===== src/hw/rtl/sac_pkg.sv =====
package sac_pkg;

   // request function codes
   localparam logic FUNC_START = 1'b0;
   localparam logic FUNC_TICK  = 1'b1;

   localparam logic [4:0] CMD_PREFIX   = 5'h18;
   localparam logic [9:0] ANALOG_MASK  = 10'h3FF;
   localparam logic [9:0] DIGITAL_MASK = 10'h001;
   localparam logic [7:0] MAX_CHANNEL  = 8'd8;
   localparam logic [5:0] CMD_TICKS    = 6'd10;
   localparam logic [5:0] LAST_TICK    = 6'd34;

   typedef struct packed {
      logic       func;
      logic [7:0] channel;
      logic       digital_mode;
      logic       miso;
   } req_type;

   typedef struct packed {
      logic       chip_select_n;
      logic       serial_clock;
      logic       serial_out;
      logic       busy_res;
      logic       done_res;
      logic [9:0] sample_value;
   } rsp_type;

endpackage


===== src/hw/rtl/sac_chan_if.sv =====
interface sac_req_if;
   logic       valid;
   logic       ready;
   logic       func;
   logic [7:0] channel;
   logic       digital_mode;
   logic       miso;

   modport source (output valid, func, channel, digital_mode, miso, input ready);
   modport sink   (input valid, func, channel, digital_mode, miso, output ready);
endinterface

interface sac_rsp_if;
   logic       valid;
   logic       ready;
   logic       chip_select_n;
   logic       serial_clock;
   logic       serial_out;
   logic       busy_res;
   logic       done_res;
   logic [9:0] sample_value;

   modport source (output valid, chip_select_n, serial_clock, serial_out, busy_res,
                   done_res, sample_value, input ready);
   modport sink   (input valid, chip_select_n, serial_clock, serial_out, busy_res,
                   done_res, sample_value, output ready);
endinterface


===== src/hw/rtl/sac_seq.sv =====
module sac_seq (
   input  logic             clock,
   input  logic             reset,
   input  logic             fire,
   input  sac_pkg::req_type req,
   output sac_pkg::rsp_type rsp
);

   logic        active_ff, active_in;
   logic [5:0]  idx_ff, idx_in;
   logic [4:0]  cmd_ff, cmd_in;
   logic [11:0] rx_ff, rx_in;
   logic        mode_ff, mode_in;
   logic        dout_ff, dout_in;
   logic        done;
   logic [9:0]  value;

   always_comb begin
      active_in = active_ff;
      idx_in    = idx_ff;
      cmd_in    = cmd_ff;
      rx_in     = rx_ff;
      mode_in   = mode_ff;
      dout_in   = dout_ff;
      done      = 1'b0;
      value     = '0;
      if (req.func == sac_pkg::FUNC_START) begin
         if (!active_ff) begin
            if (req.channel > sac_pkg::MAX_CHANNEL) begin
               done = 1'b1;
            end else begin
               active_in = 1'b1;
               idx_in    = '0;
               // channel 8 folds onto the prefix bit, same command as channel 0
               cmd_in    = sac_pkg::CMD_PREFIX | req.channel[4:0];
               rx_in     = '0;
               mode_in   = req.digital_mode;
            end
         end
      end else if (active_ff) begin
         if (idx_ff >= sac_pkg::LAST_TICK) begin
            active_in = 1'b0;
            idx_in    = '0;
            done      = 1'b1;
            value     = rx_ff[9:0] & (mode_ff ? sac_pkg::DIGITAL_MASK : sac_pkg::ANALOG_MASK);
         end else begin
            // even half-periods raise SCK: drive MOSI or sample MISO
            if (!idx_ff[0]) begin
               if (idx_ff < sac_pkg::CMD_TICKS) begin
                  dout_in = cmd_ff[4];
                  cmd_in  = {cmd_ff[3:0], 1'b0};
               end else begin
                  rx_in = {rx_ff[10:0], req.miso};
               end
            end
            idx_in = idx_ff + 6'd1;
         end
      end
   end

   always_comb begin
      rsp.chip_select_n = !active_in;
      rsp.serial_clock  = active_in && idx_in[0];
      rsp.serial_out    = dout_in;
      rsp.busy_res      = active_in;
      rsp.done_res      = done;
      rsp.sample_value  = value;
   end

   always_ff @(posedge clock) begin
      if (reset) begin
         active_ff <= 1'b0;
         idx_ff    <= '0;
         dout_ff   <= 1'b0;
      end else if (fire) begin
         active_ff <= active_in;
         idx_ff    <= idx_in;
         dout_ff   <= dout_in;
      end
   end

   always_ff @(posedge clock) begin
      if (fire) begin
         cmd_ff  <= cmd_in;
         rx_ff   <= rx_in;
         mode_ff <= mode_in;
      end
   end

`ifndef SYNTHESIS
   a_idx_range: assert property (@(posedge clock) disable iff (reset)
      idx_ff <= sac_pkg::LAST_TICK)
      else $error("half-period index past last tick");

   a_idle_idx: assert property (@(posedge clock) disable iff (reset)
      !active_ff |-> idx_ff == 6'd0)
      else $error("index nonzero while idle");

   a_done_idle: assert property (@(posedge clock) disable iff (reset)
      fire && rsp.done_res |=> !active_ff)
      else $error("still active after done");

   a_busy_start: assert property (@(posedge clock) disable iff (reset)
      fire && req.func == sac_pkg::FUNC_START && active_ff |=> active_ff && $stable(idx_ff))
      else $error("start while busy disturbed the sequence");
`endif

endmodule


===== src/hw/rtl/sac_out_stage.sv =====
module sac_out_stage (
   input  logic             clock,
   input  logic             reset,
   input  logic             load,
   input  sac_pkg::rsp_type data,
   output logic             can_load,
   sac_rsp_if.source        rsp_bus
);

   logic             valid_ff, valid_in;
   sac_pkg::rsp_type data_ff;

   assign can_load = !valid_ff || rsp_bus.ready;
   assign valid_in = load || (valid_ff && !rsp_bus.ready);

   always_ff @(posedge clock) begin
      if (reset) begin
         valid_ff <= 1'b0;
      end else begin
         valid_ff <= valid_in;
      end
   end

   always_ff @(posedge clock) begin
      if (load) begin
         data_ff <= data;
      end
   end

   assign rsp_bus.valid         = valid_ff;
   assign rsp_bus.chip_select_n = data_ff.chip_select_n;
   assign rsp_bus.serial_clock  = data_ff.serial_clock;
   assign rsp_bus.serial_out    = data_ff.serial_out;
   assign rsp_bus.busy_res      = data_ff.busy_res;
   assign rsp_bus.done_res      = data_ff.done_res;
   assign rsp_bus.sample_value  = data_ff.sample_value;

endmodule


===== src/hw/rtl/spi_adc_channel_reader.sv =====
// SPI master for an 8-channel converter, driven one request at a time. A start
// request (func 0) with channel 0..8 drops chip select and latches the command
// {1,1,channel[2:0]}; a channel above 8 returns done at once with value 0, and a
// start while busy is ignored. Each tick request (func 1) is one SCK half-period:
// 10 ticks shift the command out MSB first, 24 ticks sample 12 MISO bits on the
// rising SCK phase, and one more tick raises chip select and returns done with
// the low 10 bits (bit 0 only in digital mode). Every request gives exactly one
// response carrying the pin levels after it. One request per clock is taken
// unless the response side stalls: a request is held in the input register
// until the response register can load, then the sequencer state and the
// response register update together on the same edge.
module spi_adc_channel_reader (
   input  logic      clock,
   input  logic      reset,
   sac_req_if.sink   req_bus,
   sac_rsp_if.source rsp_bus
);

   logic             in_valid_ff, in_valid_in;
   sac_pkg::req_type in_req_ff;
   sac_pkg::rsp_type step_rsp;
   logic             out_free;
   logic             advance;
   logic             accept;

   assign advance       = in_valid_ff && out_free;
   assign req_bus.ready = !in_valid_ff || advance;
   assign accept        = req_bus.valid && req_bus.ready;
   assign in_valid_in   = accept || (in_valid_ff && !advance);

   always_ff @(posedge clock) begin
      if (reset) begin
         in_valid_ff <= 1'b0;
      end else begin
         in_valid_ff <= in_valid_in;
      end
   end

   always_ff @(posedge clock) begin
      if (accept) begin
         in_req_ff.func         <= req_bus.func;
         in_req_ff.channel      <= req_bus.channel;
         in_req_ff.digital_mode <= req_bus.digital_mode;
         in_req_ff.miso         <= req_bus.miso;
      end
   end

   sac_seq u_seq (
      .clock (clock),
      .reset (reset),
      .fire  (advance),
      .req   (in_req_ff),
      .rsp   (step_rsp)
   );

   sac_out_stage u_out (
      .clock    (clock),
      .reset    (reset),
      .load     (advance),
      .data     (step_rsp),
      .can_load (out_free),
      .rsp_bus  (rsp_bus)
   );

endmodule


===== src/flat_wrapper.sv =====
// flat-port wrapper written by rule: the top's interface ports become plain ports
module spi_adc_channel_reader_flat 
  (clock, reset, req_bus_valid, req_bus_func, req_bus_channel, req_bus_digital_mode, req_bus_miso, req_bus_ready, rsp_bus_valid, rsp_bus_chip_select_n, rsp_bus_serial_clock, rsp_bus_serial_out, rsp_bus_busy_res, rsp_bus_done_res, rsp_bus_sample_value, rsp_bus_ready);
  sac_req_if req_bus_i ();
  sac_rsp_if rsp_bus_i ();
  input  logic clock;
  input  logic reset;
  input wire logic [$bits(req_bus_i.valid)-1:0] req_bus_valid;
  input wire logic [$bits(req_bus_i.func)-1:0] req_bus_func;
  input wire logic [$bits(req_bus_i.channel)-1:0] req_bus_channel;
  input wire logic [$bits(req_bus_i.digital_mode)-1:0] req_bus_digital_mode;
  input wire logic [$bits(req_bus_i.miso)-1:0] req_bus_miso;
  output wire logic [$bits(req_bus_i.ready)-1:0] req_bus_ready;
  output wire logic [$bits(rsp_bus_i.valid)-1:0] rsp_bus_valid;
  output wire logic [$bits(rsp_bus_i.chip_select_n)-1:0] rsp_bus_chip_select_n;
  output wire logic [$bits(rsp_bus_i.serial_clock)-1:0] rsp_bus_serial_clock;
  output wire logic [$bits(rsp_bus_i.serial_out)-1:0] rsp_bus_serial_out;
  output wire logic [$bits(rsp_bus_i.busy_res)-1:0] rsp_bus_busy_res;
  output wire logic [$bits(rsp_bus_i.done_res)-1:0] rsp_bus_done_res;
  output wire logic [$bits(rsp_bus_i.sample_value)-1:0] rsp_bus_sample_value;
  input wire logic [$bits(rsp_bus_i.ready)-1:0] rsp_bus_ready;
  assign req_bus_i.valid = req_bus_valid;
  assign req_bus_i.func = req_bus_func;
  assign req_bus_i.channel = req_bus_channel;
  assign req_bus_i.digital_mode = req_bus_digital_mode;
  assign req_bus_i.miso = req_bus_miso;
  assign req_bus_ready = req_bus_i.ready;
  assign rsp_bus_valid = rsp_bus_i.valid;
  assign rsp_bus_chip_select_n = rsp_bus_i.chip_select_n;
  assign rsp_bus_serial_clock = rsp_bus_i.serial_clock;
  assign rsp_bus_serial_out = rsp_bus_i.serial_out;
  assign rsp_bus_busy_res = rsp_bus_i.busy_res;
  assign rsp_bus_done_res = rsp_bus_i.done_res;
  assign rsp_bus_sample_value = rsp_bus_i.sample_value;
  assign rsp_bus_i.ready = rsp_bus_ready;
  spi_adc_channel_reader u_core (.clock(clock), .reset(reset), .req_bus(req_bus_i), .rsp_bus(rsp_bus_i));
endmodule

===== config.mk =====
export PLATFORM = sky130hd
export DESIGN_NAME = spi_adc_channel_reader_flat
export DESIGN_NICKNAME = d
export VERILOG_FILES = /design/src/hw/rtl/sac_pkg.sv /design/src/hw/rtl/sac_chan_if.sv /design/src/hw/rtl/sac_seq.sv /design/src/hw/rtl/sac_out_stage.sv /design/src/hw/rtl/spi_adc_channel_reader.sv /design/src/flat_wrapper.sv
export SDC_FILE = /design/constraint.sdc
export NUM_CORES = 1
export LEC_CHECK = 0
export ABC_AREA = 1
export BUFFER_PORTS_ARGS = -buffer_cell sky130_fd_sc_hd__buf_2
export CELL_PAD_IN_SITES_DETAIL_PLACEMENT = 2
export CELL_PAD_IN_SITES_GLOBAL_PLACEMENT = 2
export CORE_ASPECT_RATIO = 1.25
export CORE_MARGIN = 2
export CORE_UTILIZATION = 39
export DETAILED_ROUTE_END_ITERATION = 6
export HOLD_SLACK_MARGIN = 0.03
export PLACE_DENSITY_LB_ADDON = 0.1
export SYNTH_ARGS = -nofsm -noshare
export SYNTH_HDL_FRONTEND = slang
export SYNTH_SLANG_ARGS = --single-unit

===== constraint.sdc =====
create_clock -name clock -period 3.56 [get_ports clock]
set_clock_uncertainty 0.1 [all_clocks]
set_input_delay 0.712 -clock clock [delete_from_list [all_inputs] [get_ports clock]]
set_output_delay 0.712 -clock clock [all_outputs]
set_load 0.05 [all_outputs]

==> out/qor.csv, run 1 <==
metric;value;unit
outcome;complete, no violations;
sequential power share;61.3;%
final net count;280;
storage element area;1460;µm²
crit start category;flip-flop;
antenna violations before repair;0;
number of global-route vias before repair;1763;
kind of critical path;flip-flop to flip-flop;
GRT Overall Usage;16.7;%
CTS tree;done;
Clock Tree Buf Depth;2;
Min-Delay Startpoint;u_core.in_req_ff[1]$_DFFE_PP_;
largest area contributor in the netlist;edfxtp_1;
# port buffers;31;
CTS resizes;0;
global-route wire length before repair;8400;µm
Net Sw Frac;25.1;%
Peak supply drop;0.172;mV
drt total wl;4900;µm
antenna diode count;0;
hold buffer count at cts;0;
crit path time final;2420;ps
core area;5780;µm²
max-cap violation count;0;
r2r worst-path depth;4;
relative slew slack;46.8;%
DP HPWL;3770;µm
sequential fraction of the synthesis area;63.2;%
YS warnings;0;
RePlAce Congestion;0.779;
critical path's largest stage delay;800;ps
Starting Density;40.0;%
row count;31;
# Post-CTS Setup Buffers;0;
PwrDens;431;nW/µm²
worst setup path start;u_core.in_req_ff[10]$_DFFE_PP_;
total clock sinks;52;
DRC viols;0;
multi-input logic area;668;µm²
fill cell count;630;
R2R Path Start;u_core.in_req_ff[10]$_DFFE_PP_;
WHS Path Cells;0;
Crit. End Element;flip-flop;
most repeated library cell on the critical path;nor2_1;
share of layout cells above drive strength 1;23.2;%
WL per Instance;14.9;µm
top post-synthesis cells by area;edfxtp_1 (55%), dfxtp_1 (8.7%), nand2_1 (7.1%);
I/O pin count;32;
Worst Hold Class;flip-flop to flip-flop;
P_sw;0.000282;W
leakage power;1.15;nW
Synth Instances;227;
worst-path cell chain;inv_1 > nor2_1 > a31oi_1 > nor2_1;
Die W;72.9;µm
TritonRoute pass-1 iters;4;
Clk pin slew, worst setup/hold paths;90;ps
CP max FO;22;
synthesis-to-layout area growth;13.0;%
Logic pwr share;9.9;%
Slew Viols, Final;0;
final setup fails;0;
Syn Nets;245;
P_int;0.000844;W
worst slew pin tran;796;ps
clk_lat worst skew;300;ps
vias per cell;4.84;
Vias;1594;
upper clock frequency limit;414;MHz
Post-Syn Area per Cell;10.2;µm²
mapped cell area;2310;µm²
Die Span Y;90.1;µm
Yosys cell types;30;
H-Tree Level Count;2;
#FFs+latches synth;52;
clock group share of total power;28.8;%
Hold WS;338;ps
DRT iter0 DRCs;120;
clk root buf;clkbuf_8;
Critical Path RT;3400;ps
RSZ-0062 raised after global routing;no;
cts bufs inserted;5;
setup TNS;0;ps
Final period util;67.9;%
Die ar.;6570;µm²
Fin. Hold Viols;0;
top-area cell type share of the netlist area;54.5;%
largest net degree at the start of global routing;26;
CP arrival;2250;ps
grt total ovfl;0;
Routed Antenna Nets;0;
slowest CP cell;edfxtp_1;
[cell usage after synthesis]
| cell | instances |
|---|---|
| nand3_4 | 1 |
| buf_1 | 1 |
| and2_1 | 1 |
| buf_4 | 1 |
| dfxtp_1 | 10 |
| o21ai_1 | 3 |
| buf_6 | 1 |
| nand2_1 | 44 |
| edfxtp_1 | 42 |
| nand3b_1 | 1 |
| a21oi_2 | 3 |
| inv_2 | 2 |
| nand4_1 | 5 |
| a21oi_1 | 4 |
| nand3_1 | 6 |
| or2_2 | 2 |
| ha_1 | 3 |
| inv_1 | 38 |
| nand2_4 | 3 |
| o21ai_0 | 7 |
| nand3_2 | 1 |
| nor2_4 | 1 |
| nor2_2 | 3 |
| a31oi_1 | 2 |
| nor2_1 | 34 |
| buf_2 | 1 |
| a21oi_4 | 1 |
| inv_4 | 1 |
| nand2_2 | 4 |
| o21ai_2 | 1 |
[power by group through the flow]
| stage | sequential (W) | clock [W] | combinational, W |
|---|---|---|---|
| finish | 0.000691 | 0.000325 | 0.000111 |
| global route | 0.000694 | 0.000363 | 0.000122 |
| CTS | 0.000691 | 0.000338 | 0.000113 |
| detailed placement | 0.000705 | 0 | 0.000113 |
| global placement | 0.000704 | 0 | 0.000110 |
| floorplan | 0.000726 | 0 | 0.0000574 |
[critical path, delay by kind of cell, from the launching register on]
| family | cells | cell delay (ps) |
|---|---|---|
| simple gates | 2 | 840 |
| compound gates | 1 | 110 |
| flops | 1 | 800 |
| buf+inv | 1 | 200 |
[cell usage in the layout, fill, tap and decap left out, types with 3 or more instances in the layout]
cell type / synthesis / routed
nand3_1: 6 / 6
nand2_1: 44 / 44
ha_1: 3 / 3
nand2_4: 3 / 3
inv_1: 38 / 38
nor2_1: 34 / 34
nand2_2: 4 / 4
buf_2: 1 / 31
a21oi_1: 4 / 4
nor2_2: 3 / 3
nand4_1: 5 / 5
o21ai_0: 7 / 7
edfxtp_1: 42 / 42
o21ai_1: 3 / 3
a21oi_2: 3 / 3
dfxtp_1: 10 / 10
clkbuf_8: 0 / 5
[cell type report]
| cell class | instances | share of cell area [%] |
|---|---|---|
| tap | 66 | 3.16 |
| clock buffer | 6 | 2.78 |
| clock inverter | 2 | 0.431 |
| timing repair buffer | 32 | 6.22 |
| multi-input combinational | 130 | 25.6 |
| sequential | 52 | 55.9 |
| inverter | 41 | 5.98 |
[through the flow]
step           util [%]  power [W]  std cells  area [µm²]  setup WS [ps]
2_1_floorplan         -   0.000784        227        2310           1330
3_3_place_gp       43.8   0.000813        321        2530           1170
3_5_place_dp       43.8   0.000818        321        2530           1110
4_1_cts            45.2    0.00114        329        2620           1080
5_1_grt            45.2    0.00118        329        2620            859
6_report           45.2    0.00113        329        2620           1140
[metal layers]
| layer | share of wire, % | up-vias | wire length (µm) | GRT usage (%) |
|---|---|---|---|---|
| li1 | - | 793 | - | - |
| met1 | 41 | 761 | 2010 | 19.7 |
| met2 | 54 | 30 | 2660 | 29.5 |
| met3 | 2.3 | 10 | 115 | 2.69 |
| met4 | 2.3 | 0 | 115 | 6.64 |
| met5 | 0 | - | 0 | 0 |
[worst paths after layout]
kind	end	slack, ps
setup / recovery	u_core.u_seq.rx_ff[6]$_SDFFCE_PN0P_	1140
hold / removal	u_core.u_seq.mode_ff$_DFFE_PP_	340
setup reg to reg	u_core.u_seq.rx_ff[6]$_SDFFCE_PN0P_	1140
hold reg to reg	u_core.u_seq.mode_ff$_DFFE_PP_	340
[flip-flops by register name, indices dropped and copies added (netlist names), 5 cells and up]
| signal | flops |
|---|---|
| u_core.in_req_ff | 11 |
| u_core.u_out.rsp_bus.sample_value | 10 |
| u_core.u_seq.rx_ff | 10 |
| u_core.u_seq.cmd_ff | 5 |
| u_core.u_seq.idx_ff | 6 |
[kinds of logic (layout without fill, tap and decap cells)]
logic type	Yosys count	in the layout	synth area share (%)
compound gates	21	21	5.79
fa+ha+maj	3	3	1.62
buf+inv	45	81	7.95
flops	52	52	63.2
simple gates	106	106	21.5
(Power assumes the default switching activity.)
==> inputs of run 2 (changes only) <==
--- a/config.mk
+++ b/config.mk
@@ -11,7 +11,7 @@
 export CELL_PAD_IN_SITES_GLOBAL_PLACEMENT = 2
 export CORE_ASPECT_RATIO = 1.25
 export CORE_MARGIN = 2
-export CORE_UTILIZATION = 39
+export CORE_UTILIZATION = 36
 export DETAILED_ROUTE_END_ITERATION = 6
 export HOLD_SLACK_MARGIN = 0.03
 export PLACE_DENSITY_LB_ADDON = 0.1
==> constraint.sdc (replaced) <==
create_clock -name clock -period 2.4 [get_ports clock]
set_clock_uncertainty 0.1 [all_clocks]
set_input_delay 0.48 -clock clock [delete_from_list [all_inputs] [get_ports clock]]
set_output_delay 0.48 -clock clock [all_outputs]
set_load 0.05 [all_outputs]
==> out/qor.csv, run 2 (synthesis gave the netlist of run 1 again) <==
metric;value;unit;change
Hold WS;243;ps;-95.1 ps
Die Span Y;93.6;µm;+3.9%
Slew Viols, Final;0;;unchanged
Vias;1632;;+2.4%
Endpoint, Worst Hold;u_core.in_req_ff[7]$_DFFE_PP_;;
worst slew pin tran;458;ps;-338 ps
clock group share of total power;29.4;%;+0.6 points
sequential power share;60.3;%;-1.0 points
clk_lat worst skew;310;ps;about the same
hold buffer count at cts;0;;unchanged
outcome;complete, no violations;;
GRT Overall Usage;16.9;%;+0.24 points
share of layout cells above drive strength 1;23.8;%;+0.58 points
H-Tree Level Count;2;;unchanged
clk root buf;clkbuf_8;;
r2r endpoint;u_core.u_seq.rx_ff[1]$_SDFFCE_PN0P_;;
R2R Path Start;u_core.u_seq.idx_ff[0]$_SDFFE_PP0P_;;
upper clock frequency limit;525;MHz;+27%
antenna violations before repair;0;;unchanged
antenna diode count;0;;unchanged
Min-Delay Startpoint;req_bus_channel[5];;
# Post-CTS Setup Buffers;0;;unchanged
WL per Instance;14.9;µm;+0.28%
PwrDens;637;nW/µm²;+48%
DRT iter0 DRCs;74;;-38%
relative slew slack;69.4;%;+23 points
TritonRoute pass-1 iters;4;;unchanged
# port buffers;31;;unchanged
reg2reg setup slack;500;ps;-650 ps
vias per cell;4.66;;-3.8%
P_int;0.00125;W;+49%
Crit. End Element;flip-flop;;
Final period util;79.3;%;+11 points
drt total wl;5220;µm;+6.7%
DP HPWL;4190;µm;+11%
final setup fails;0;;unchanged
leakage power;1.16;nW;+0.89%
r2r worst-path depth;8;;+4
Fin. Hold Viols;0;;unchanged
number of global-route vias before repair;1773;;+0.57%
core area;6210;µm²;+7.4%
Non-Filler Instances;350;;+6.4%
global-route wire length before repair;8850;µm;+5.2%
Worst Hold Class;primary input to flip-flop;;
row count;32;;+3.2%
crit start category;flip-flop;;
Tot Pwr;0.00169;W;+50%
Logic pwr share;10.3;%;+0.4 points
Clock Tree Buf Depth;2;;unchanged
grt total ovfl;0;;unchanged
most frequent cells in the layout;nand2_1 (44), edfxtp_1 (42), inv_1 (38), nor2_1 (34), buf_2 (31);;
total clock sinks;52;;unchanged
max reg flops;11;;unchanged
Routed Antenna Nets;0;;unchanged
kind of critical path;flip-flop to flip-flop;;
largest net degree at the start of global routing;24;;-7.7%
PnR worst setup slack;496;ps;-648 ps
WHS Path Cells;1;;+1
setup TNS;0;ps;unchanged
Largest Register;u_core.in_req_ff;;
commonest non-fill, non-tap cell in the layout;nand2_1;;
Die W;75.7;µm;+3.9%
CTS resizes;0;;unchanged
pre-CTS WS;500;ps;-607 ps
Net Sw Frac;25.8;%;+0.75 points
final net count;282;;+0.71%
RePlAce Congestion;0.731;;-6.2%
Die ar.;7090;µm²;+7.9%
CTS tree;done;;
max-cap violation count;0;;unchanged
P_sw;0.000436;W;+55%
crit path time final;1900;ps;-512 ps
Critical Path RT;2320;ps;-1080 ps
synthesis-to-layout area growth;14.7;%;
CP arrival;1820;ps;-430 ps
RSZ-0062 raised after global routing;no;;
Starting Density;37.3;%;-2.8 points
Peak supply drop;0.273;mV;+59%
Placed Cells;342;;+6.5%
cts bufs inserted;5;;unchanged
fill cell count;694;;+10%
DRC viols;0;;unchanged
CP max FO;10;;-55%
I/O pin count;32;;unchanged
Clk pin slew, worst setup/hold paths;100;ps;about the same
run 2: cell count changes in the layout (fill, tap and decap cells not counted), sizes merged:
cell  delta
buf      +2
run 2: per-layer routing:
metal,track usage [%],wire length [µm]
met5,0,0
met4,4.82,70
met3,2.59,113
met2,31.4,3000
met1,19.4,2040
run 2: critical path: stages (launching register included):
cell     delay (ps)
dfxtp_1         470
inv_1            80
ha_1            210
nor2_2          100
nand3_2         110
nand2_4         140
a31oi_1          90
nor2_1          110
buf_4           200
run 2: layout make-up:
class                           count  area, µm²  area share (%)
Sequential cell                    52       1460            55.1
Clock inverter                      2       11.3           0.424
Inverter                           41        156            5.89
Clock buffer                        6       72.6            2.73
Multi-Input combinational cell    130        668            25.2
Tap cell                           85        106            4.01
Timing Repair Buffer               34        178            6.69
run 2: worst max-delay path by stage:
stage / start / endpoint / slack (ps) / cells after the start
floorplan: u_core.u_out.rsp_bus.valid$_SDFF_PP0_ / u_core.u_seq.rx_ff[0]$_SDFFCE_PN0P_ / 340 / 4
global placement: u_core.u_seq.idx_ff[0]$_SDFFE_PP0P_ / u_core.u_seq.rx_ff[1]$_SDFFCE_PN0P_ / 610 / 8
detailed placement: u_core.u_seq.idx_ff[0]$_SDFFE_PP0P_ / u_core.u_seq.rx_ff[7]$_SDFFCE_PN0P_ / 500 / 8
CTS: u_core.u_seq.idx_ff[0]$_SDFFE_PP0P_ / u_core.u_seq.rx_ff[1]$_SDFFCE_PN0P_ / 460 / 8
global route: u_core.u_seq.idx_ff[0]$_SDFFE_PP0P_ / u_core.u_seq.rx_ff[6]$_SDFFCE_PN0P_ / 320 / 8
finish: u_core.u_seq.idx_ff[0]$_SDFFE_PP0P_ / u_core.u_seq.rx_ff[1]$_SDFFCE_PN0P_ / 500 / 8
run 2: power by group through the flow:
stage	logic (W)	clock network, W	registers [W]
floorplan	0.0000852	0	0.00108
global placement	0.000169	0	0.00104
detailed placement	0.000177	0	0.00104
CTS	0.000178	0.000512	0.00102
global route	0.000193	0.000555	0.00102
finish	0.000174	0.000496	0.00102
run 2: metrics by stage:
step                instance area (µm²)  utilization (%)
finish                             2650             42.8
global route                       2650             42.8
CTS                                2650             42.8
detailed placement                 2570             41.4
global placement                   2570             41.4
floorplan                          2310                -
==> inputs of run 3 (changes only) <==
--- a/config.mk
+++ b/config.mk
@@ -11,7 +11,7 @@
 export CELL_PAD_IN_SITES_GLOBAL_PLACEMENT = 2
 export CORE_ASPECT_RATIO = 1.25
 export CORE_MARGIN = 2
-export CORE_UTILIZATION = 36
+export CORE_UTILIZATION = 32
 export DETAILED_ROUTE_END_ITERATION = 6
 export HOLD_SLACK_MARGIN = 0.03
 export PLACE_DENSITY_LB_ADDON = 0.1
==> constraint.sdc (replaced) <==
create_clock -name clock -period 1.6 [get_ports clock]
set_clock_uncertainty 0.1 [all_clocks]
set_input_delay 0.32 -clock clock [delete_from_list [all_inputs] [get_ports clock]]
set_output_delay 0.32 -clock clock [all_outputs]
set_load 0.05 [all_outputs]
==> out/qor.csv, run 3 (synthesis gave the netlist of run 1 again) <==
metric;value;unit;change
Crit. End Element;flip-flop;;
DRT iter0 DRCs;63;;-15%
Vias;1743;;+6.8%
max-cap violation count;0;;unchanged
final setup fails;10;;+10
Final period util;105;%;+25 points
R2R Path Start;u_core.in_req_ff[4]$_DFFE_PP_;;
Routed Antenna Nets;0;;unchanged
Die ar.;7930;µm²;+12%
PnR worst setup slack;-72.8;ps;-569 ps
antenna violations before repair;0;;unchanged
CP delay by family, top;simple AND/OR/NAND/NOR gates;;
CP max FO;8;;-2
TritonRoute pass-1 iters;4;;unchanged
WL per Instance;15.2;µm;+2.2%
most repeated library cell on the critical path;nand2_4;;
core area;6980;µm²;+12%
drt total wl;5890;µm;+13%
row count;34;;+6.3%
Critical Path RT;1530;ps;-790 ps
H-Tree Level Count;2;;unchanged
largest net degree at the start of global routing;20;;-17%
Clock Tree Buf Depth;2;;unchanged
Die W;80.1;µm;+5.7%
most frequent cells in the layout;edfxtp_1 (42), inv_1 (32), buf_2 (31), nand2_1 (30), buf_4 (29);;
Largest Register;u_core.in_req_ff;;
Non-Filler Instances;386;;+10%
I/O pin count;32;;unchanged
number of global-route vias before repair;1966;;+11%
Placed Cells;367;;+7.3%
RePlAce Congestion;0.756;;+3.4%
Hold WS;68.0;ps;-175 ps
DRC viols;0;;unchanged
relative slew slack;74.7;%;+5.3 points
failing checks;setup timing;;
total clock sinks;52;;unchanged
crit start category;flip-flop;;
worst slew pin tran;380;ps;-78.4 ps
Starting Density;33.2;%;-4.1 points
kind of critical path;flip-flop to flip-flop;;
upper clock frequency limit;598;MHz;+14%
slowest CP cell;edfxtp_1;;
global-route wire length before repair;9820;µm;+11%
CP arrival;1600;ps;-220 ps
# port buffers;31;;unchanged
Peak supply drop;0.493;mV;+81%
Clk pin slew, worst setup/hold paths;110;ps;about the same
GRT Overall Usage;16.4;%;-0.54 points
Worst Hold Class;primary input to flip-flop;;
leakage power;1.36;nW;+17%
clk_lat worst skew;320;ps;about the same
grt total ovfl;0;;unchanged
Min-Delay Startpoint;req_bus_channel[0];;
outcome;finished, violations left;;
Slew Viols, Final;0;;unchanged
crit path time final;1670;ps;-231 ps
cts bufs inserted;5;;unchanged
CTS tree;done;;
antenna diode count;0;;unchanged
final net count;313;;+11%
share of layout cells above drive strength 1;45.6;%;+22 points
Fin. Hold Viols;0;;unchanged
vias per cell;4.52;;-3.2%
commonest non-fill, non-tap cell in the layout;edfxtp_1;;
critical path's largest stage delay;400;ps;-70 ps
clk root buf;clkbuf_8;;
PwrDens;864;nW/µm²;+36%
worst-path cell chain;inv_2 > nand3_2 > nand2_2 > nand2_4 > nand2_4 > nand3b_1 > nor2_4 > buf_12;;
RSZ-0062 raised after global routing;yes;;
max reg flops;11;;unchanged
Worst Path Buf+Inv;2;;unchanged
synthesis-to-layout area growth;33.7;%;
Die Span Y;99.1;µm;+5.8%
setup TNS;-630;ps;-630 ps
final core utilization;44.3;%;+1.6 points
worst setup path start;u_core.in_req_ff[4]$_DFFE_PP_;;
DP HPWL;3970;µm;-5.1%
==> run 3: worst register-to-register path, cell delays in order, from the launching register on <==
cell      delay (ps)
edfxtp_1         400
inv_2             80
nand3_2           90
nand2_2          100
nand2_4           60
nand2_4           50
nand3b_1         170
nor2_4           180
buf_12           140
==> run 3: worst paths after layout <==
kind,slack [ps],cells after the start,end
worst min-delay path,70,1,u_core.in_req_ff[2]$_DFFE_PP_
worst max-delay path,-70,8,u_core.u_seq.rx_ff[9]$_SDFFCE_PN0P_
worst max register to register,-70,8,u_core.u_seq.rx_ff[9]$_SDFFCE_PN0P_
worst min register to register,340,0,u_core.u_seq.mode_ff$_DFFE_PP_
==> run 3: final cells by class <==
type | count | area (µm²)
clock inverters | 3 | 21.3
fillers | 781 | 3880
flip-flops and latches | 52 | 1470
well taps | 90 | 113
repair buffers | 65 | 459
clock buffers | 5 | 68.8
inverters | 41 | 156
multi-input cells | 130 | 805
==> run 3: layer usage <==
layer | up-vias | global-route usage (%) | wire, µm
li1 | 864 | - | -
met1 | 840 | 17.9 | 2390
met2 | 32 | 31.5 | 3240
met3 | 7 | 2.93 | 165
met4 | 0 | 4.69 | 90
met5 | - | 0 | 0
==> run 3: repair_timing <==
action / CTS / global route
pin swaps: 6 / 11
resized for setup: 14 / 27
hold buffers: 0 / 0
setup buffers: 9 / 2
endpoints found under the hold margin: 0 / 0
setup endpoints to repair: 28 / 35
==> run 3: power by group <==
group	leakage, nW	internal, W	switching, W
Clock	0.0445	0.000312	0.000477
Combinational	0.835	0.000127	0.000230
Sequential	0.478	0.00150	0.0000214
==> run 3: per-stage QoR <==
stage	setup slack (ps)	total power [W]	instance area, µm²
6_report	-72.8	0.00267	3090
5_1_grt	-192	0.00278	3090
4_1_cts	2.41	0.00267	3010
3_5_place_dp	-72.9	0.00188	2790
3_3_place_gp	-31.9	0.00186	2790
2_1_floorplan	-22.8	0.00176	2370
